`config.mk`:
```
export PLATFORM = sky130hd
export DESIGN_NAME = mbrc_frame
export DESIGN_NICKNAME = d
export VERILOG_FILES = /design/src/rtl/core/mbrc_pkg.sv /design/src/rtl/core/mbrc_frame.sv
export SDC_FILE = /design/constraint.sdc
export NUM_CORES = 1
export LEC_CHECK = 0
export BUFFER_PORTS_ARGS = -buffer_cell sky130_fd_sc_hd__buf_2
export CAP_MARGIN = 10
export CORE_ASPECT_RATIO = 0.5
export CORE_MARGIN = 1
export CORE_UTILIZATION = 50
export CTS_BUF_LIST = sky130_fd_sc_hd__clkbuf_2
export DETAILED_ROUTE_END_ITERATION = 10
export HOLD_SLACK_MARGIN = 0.1
export PLACE_DENSITY = 0.74
export SYNTH_ARGS = -nofsm -noshare
export SYNTH_HDL_FRONTEND = slang
export SYNTH_SLANG_ARGS = --single-unit
```
`constraint.sdc`:
```
create_clock -name clk -period 6.6 [get_ports clk]
set_input_delay 1.32 -clock clk [delete_from_list [all_inputs] [get_ports clk]]
set_output_delay 1.32 -clock clk [all_outputs]
set_load 0.01 [all_outputs]
```
`src/rtl/core/mbrc_pkg.sv`:
```
// Package for the Modbus RTU response checker: item, result and config types,
// status and register index codes, and the CRC-16 byte update. No dependencies.
`default_nettype none

package mbrc_pkg;

    localparam int COUNT_W = 7;

    typedef enum logic [2:0] {
        ST_OK       = 3'd0,
        ST_ID       = 3'd1,
        ST_FUNCTION = 3'd2,
        ST_BYTE_CNT = 3'd3,
        ST_ADDRESS  = 3'd4,
        ST_CNT_ECHO = 3'd5,
        ST_CRC      = 3'd6,
        ST_SHORT    = 3'd7
    } status_t;

    typedef enum logic [1:0] {
        CFG_SLAVE_ADDRESS  = 2'd0,
        CFG_REPLY_KIND     = 2'd1,
        CFG_START_REGISTER = 2'd2,
        CFG_REGISTER_COUNT = 2'd3
    } cfg_index_t;

    localparam logic [7:0]  FUNC_READ_HOLDING  = 8'h03;
    localparam logic [7:0]  FUNC_WRITE_MULTIPLE = 8'h10;
    localparam logic [15:0] CRC_POLY = 16'hA001;
    localparam logic [15:0] CRC_INIT = 16'hFFFF;

    typedef struct packed {
        logic [7:0]         slave_address;
        logic               reply_kind;
        logic [15:0]        start_register;
        logic [COUNT_W-1:0] eff_count;
        logic [7:0]         frame_len;
    } cfg_t;

    typedef struct packed {
        logic [7:0] rx_byte;
        logic       abort_frame;
    } in_item_t;

    typedef struct packed {
        logic               word_valid;
        logic [15:0]        register_word;
        logic [COUNT_W-1:0] word_index;
        logic               frame_done;
        status_t            status;
    } result_t;

    function automatic logic [15:0] crc16_update(input logic [15:0] crc_in,
                                                 input logic [7:0] data);
        logic [15:0] c;
        c = crc_in ^ {8'h00, data};
        for (int k = 0; k < 8; k++) begin
            if (c[0])
                c = (c >> 1) ^ CRC_POLY;
            else
                c = c >> 1;
        end
        return c;
    endfunction

endpackage

`default_nettype wire

```
`src/rtl/core/mbrc_frame.sv`:
```
// Frame state of the response checker: byte position, running CRC, held high
// byte, first error; one byte per step. Depends on mbrc_pkg.
`default_nettype none

module mbrc_frame
    import mbrc_pkg::*;
(
    input  wire logic     clk,
    input  wire logic     rst_n,
    input  wire cfg_t     cfg,
    input  wire logic     step,
    input  wire in_item_t item,
    output result_t       res,
    output logic          res_valid
);

    logic [7:0]  pos_reg, pos_next;
    logic [15:0] crc_reg, crc_next;
    logic [7:0]  high_reg, high_next;
    status_t     err_reg, err_next;
    logic [7:0]  crc_low_reg, crc_low_next;

    always_ff @(posedge clk or negedge rst_n)
    begin
        if (!rst_n)
        begin
            pos_reg     <= '0;
            crc_reg     <= CRC_INIT;
            high_reg    <= '0;
            err_reg     <= ST_OK;
            crc_low_reg <= '0;
        end
        else if (step)
        begin
            pos_reg     <= pos_next;
            crc_reg     <= crc_next;
            high_reg    <= high_next;
            err_reg     <= err_next;
            crc_low_reg <= crc_low_next;
        end
    end

    always_comb
    begin
        logic [7:0] b;
        status_t    code;
        status_t    final_st;
        logic       mismatch;

        b            = item.rx_byte;
        code         = ST_OK;
        final_st     = ST_OK;
        mismatch     = 1'b0;
        pos_next     = pos_reg;
        crc_next     = crc_reg;
        high_next    = high_reg;
        err_next     = err_reg;
        crc_low_next = crc_low_reg;
        res          = '0;
        res_valid    = 1'b0;

        if (item.abort_frame)
        begin
            res.frame_done = 1'b1;
            res.status     = ST_SHORT;
            res_valid      = 1'b1;
            pos_next       = '0;
            crc_next       = CRC_INIT;
            high_next      = '0;
            err_next       = ST_OK;
            crc_low_next   = '0;
        end
        else if (pos_reg >= cfg.frame_len - 8'd1)
        begin
            final_st = err_reg;
            if (final_st == ST_OK && {b, crc_low_reg} != crc_reg)
                final_st = ST_CRC;
            res.frame_done = 1'b1;
            res.status     = final_st;
            res_valid      = 1'b1;
            pos_next       = '0;
            crc_next       = CRC_INIT;
            high_next      = '0;
            err_next       = ST_OK;
            crc_low_next   = '0;
        end
        else if (pos_reg == cfg.frame_len - 8'd2)
        begin
            crc_low_next = b;
            pos_next     = pos_reg + 8'd1;
        end
        else
        begin
            crc_next = crc16_update(crc_reg, b);
            pos_next = pos_reg + 8'd1;
            if (pos_reg == 8'd0)
            begin
                mismatch = (b != cfg.slave_address);
                code     = ST_ID;
            end
            else if (pos_reg == 8'd1)
            begin
                mismatch = (b != (cfg.reply_kind ? FUNC_WRITE_MULTIPLE
                                                 : FUNC_READ_HOLDING));
                code     = ST_FUNCTION;
            end
            else if (cfg.reply_kind)
            begin
                case (pos_reg)
                    8'd2:
                    begin
                        mismatch = (b != cfg.start_register[15:8]);
                        code     = ST_ADDRESS;
                    end
                    8'd3:
                    begin
                        mismatch = (b != cfg.start_register[7:0]);
                        code     = ST_ADDRESS;
                    end
                    8'd4:
                    begin
                        mismatch = (b != 8'd0);
                        code     = ST_CNT_ECHO;
                    end
                    8'd5:
                    begin
                        mismatch = (b != {1'b0, cfg.eff_count});
                        code     = ST_CNT_ECHO;
                    end
                    default: ;
                endcase
            end
            else if (pos_reg == 8'd2)
            begin
                mismatch = (b != {cfg.eff_count, 1'b0});
                code     = ST_BYTE_CNT;
            end
            else if (pos_reg[0])
            begin
                high_next = b;
            end
            else
            begin
                res.word_valid    = 1'b1;
                res.register_word = {high_reg, b};
                res.word_index    = COUNT_W'(pos_reg[7:1] - 7'd2);
                res_valid         = 1'b1;
            end
            if (mismatch && err_reg == ST_OK)
                err_next = code;
        end
    end

endmodule

`default_nettype wire

```
==> results_dict.tcl <==
set metrics [dict create \
    dp_hpwl_um 6980 \
    hold_violations 0 \
    path_cells "buf_2 > inv_1 > ha_1 > a21boi_0 > nand2_1 > xor2_1 > ha_1 > a211oi_1 > nor2_1 > nor3_1 > o21ai_1 > or3_1 > inv_2 > and2_1 > buf_2" \
    drt-initial-drc-count 211 \
    drt_wl_total_um 9400 \
    report.final.slew_viol_count 0 \
    drt.antenna.violating_nets 0 \
    setup-violations-final 0 \
    worst_hold_path_type "reg -> reg" \
    fin_util_pct 59.6 \
    std_cell_rows 21 \
    fin_setup_tns_ns 0 \
    port_buffers 80 \
    io_pins 81 \
    rsz0062_at_grt "false" \
    overflow 0 \
    place_ws_ns 0.824 \
    synth-edff-count 0 \
    clkSinkCount 43 \
    leakage_nw 1.79 \
    syn_inst 426 \
    cts_tree "built" \
    synth-main-ff-cell "dfrtp_1" \
    start_util_pct 53.5 \
    yosys-top-cells-count "37 x xor2_1, 34 x xnor2_1, 27 x dfrtp_1, 24 x nand3_1, 22 x clkbuf_1" \
    final_area_sq_mm 0.00412 \
    numCtsBuffers 5 \
    synth_seq_cells 43 \
    grt_max_degree 44 \
    multi_input_area_sq_mm 0.00240 \
    netlist_area_sq_mm 0.00370 \
    yosys_warnings 0 \
    clock_skew_ns 0.00527 \
    crit_fanout 17 \
    drt-vias-per-instance 5.85 \
    ir_drop_mv 0.130 \
    cts-root-buf "clkbuf_2" \
    die_area_sq_mm 0.00776 \
    nets 554 \
    setup_slack_ns 0.817 \
    drt-wirelength-per-cell_um 16.3 \
    largest_reg_flops 16 \
    post-route-min-period_ns 5.78 \
    worstSetupPathType "in -> out" \
    synth.most_common_cell "xor2_1" \
    grt_antenna_before_repair 0 \
    syn_area_per_cell_sq_um 8.68 \
    max_cap_viol_count 0 \
    seqCellArea_sq_mm 0.00110 \
    clkSlewWorstSetupHoldPaths_ns 0.22 \
    max_freq_ghz 0.173 \
    drc 0 \
    chipHeight_um 62.8 \
    cpPeakStageDelay_ns 0.50 \
    synthTopCellsByArea "dfrtp_1 18%, dfstp_2 11%, xor2_1 8.8%" \
    clock_path_buffers 2 \
    cp_data_arrival_time_ns 4.46 \
    power_density_mw_per_mm2 199 \
    htreeDepth 2 \
    core_area_sq_mm 0.00691 \
    firstDrtPassIters 5 \
    grt_pass1_wl_um 15100 \
    clk_latency_ns 0.41 \
    grt_usage_pct 25.1 \
    finalWeightedCongestion 0.818 \
    outcome "finished, final reports clean" \
    worstPathRequired_ns 5.28 \
    drive_gt1_share_pct 23.1 \
    cts_resized 0 \
    area_delta_synth_final_pct 11.5 \
    grt_pass1_vias 3005 \
    hold_buffers 0 \
    syn-num-nets 497 \
    synthDistinctLibCells 53 \
    yosysSeqAreaShare_pct 29.7 \
    finalCritPeriodShare_pct 87.6 \
    critPathLaunchType "input port" \
    ys_async_sr_fraction_pct 100 \
    yosys.area.top_type "dfrtp_1" \
    antenna_cells 0 \
    cts_setup_buffers 0 \
    synth_top_area_share_pct 18.3 \
    relSlewSlack_pct 35.6 \
    placed_area_sq_mm 0.00408 \
    cp_slowest_cell "or3_1" \
    vias 3369 \
    die_width_um 124 \
    n_fill_cell 619 \
    crit_path_end_kind "primary output" \
    worst_pin_slew_ns 0.966 \
]
-- metrics by stage --
step | total power, W | std cells | hold WS (ns)
2_1_floorplan | 0.000620 | 426 | 0.472
3_3_place_gp | 0.000703 | 568 | 0.499
4_1_cts | 0.000825 | 576 | 0.536
6_report | 0.000821 | 576 | 0.537
5_1_grt | 0.000882 | 576 | 0.546
3_5_place_dp | 0.000708 | 568 | 0.500
-- report_power, final --
group,total (W),switching (W),internal [W]
sequential,0.000356,0.0000383,0.000318
clock,0.000116,0.0000885,0.0000270
combinational,0.000349,0.000186,0.000163
-- worst max-delay path: cells and delay by family --
| family | cells | cell delay [ns] |
|---|---|---|
| AO/OA/AOI/OAI | 3 | 0.72 |
| XOR/XNOR | 1 | 0.16 |
| buffers and inverters | 4 | 0.60 |
| adder cells (fa/ha/maj) | 2 | 0.59 |
| AND/OR/NAND/NOR | 5 | 1.06 |
-- cell families (layout without fill, tap and decap cells) --
family | Yosys count | count (layout) | synth area share, %
compound gates | 111 | 111 | 21.8
xor+xnor | 71 | 71 | 16.8
flops | 43 | 43 | 29.7
fa+ha+maj | 19 | 19 | 6.43
simple gates | 135 | 135 | 19.7
mux | 1 | 1 | 0.271
buf+inv | 46 | 104 | 5.31
-- area by class of cell --
cell class,count,area share [%]
clock buffers,6,0.729
clock inverters,2,0.304
inverters,15,1.37
multi-input cells,337,58.3
flip-flops and latches,43,26.6
well taps,92,2.79
repair buffers,81,9.90
-- per-layer routing --
layer / vias to the layer above / global-route usage, % / routed length (um)
met5: - / 0 / 0
met4: 0 / 4.82 / 42
met3: 4 / 4.20 / 454
met1: 1626 / 35.4 / 4390
li1: 1651 / - / -
met2: 88 / 40.6 / 4510
-- final timing paths --
check | start | endpoint | slack, ns | cells after the start
worst max-delay path | cfg[1] | res[25] | 0.82 | 15
worst min-delay path | err_reg[2] | err_reg[2] | 0.54 | 2
worst min register to register | err_reg[2] | err_reg[2] | 0.54 | 2
worst max register to register | pos_reg[3] | err_reg[0] | 3.41 | 9
max in group asynchronous | rst_n | pos_reg[5] | 4.99 | 1
min in group asynchronous | rst_n | crc_low_reg[3] | 1.02 | 1
-- cell usage in the layout (no fill, tap or decap), drive strengths merged, types with 9 or more instances in the layout --
cell type	netlist	layout
nand2	20	20
xor2	37	37
nor2	18	18
dfstp	16	16
inv	15	15
ha	19	19
nand3	24	24
o21ai	23	23
nor4	9	9
nor3	14	14
a21oi	19	19
buf	9	81
xnor2	34	34
and2	16	16
dfrtp	27	27
No activity file was read; power rests on OpenSTA's default activity.
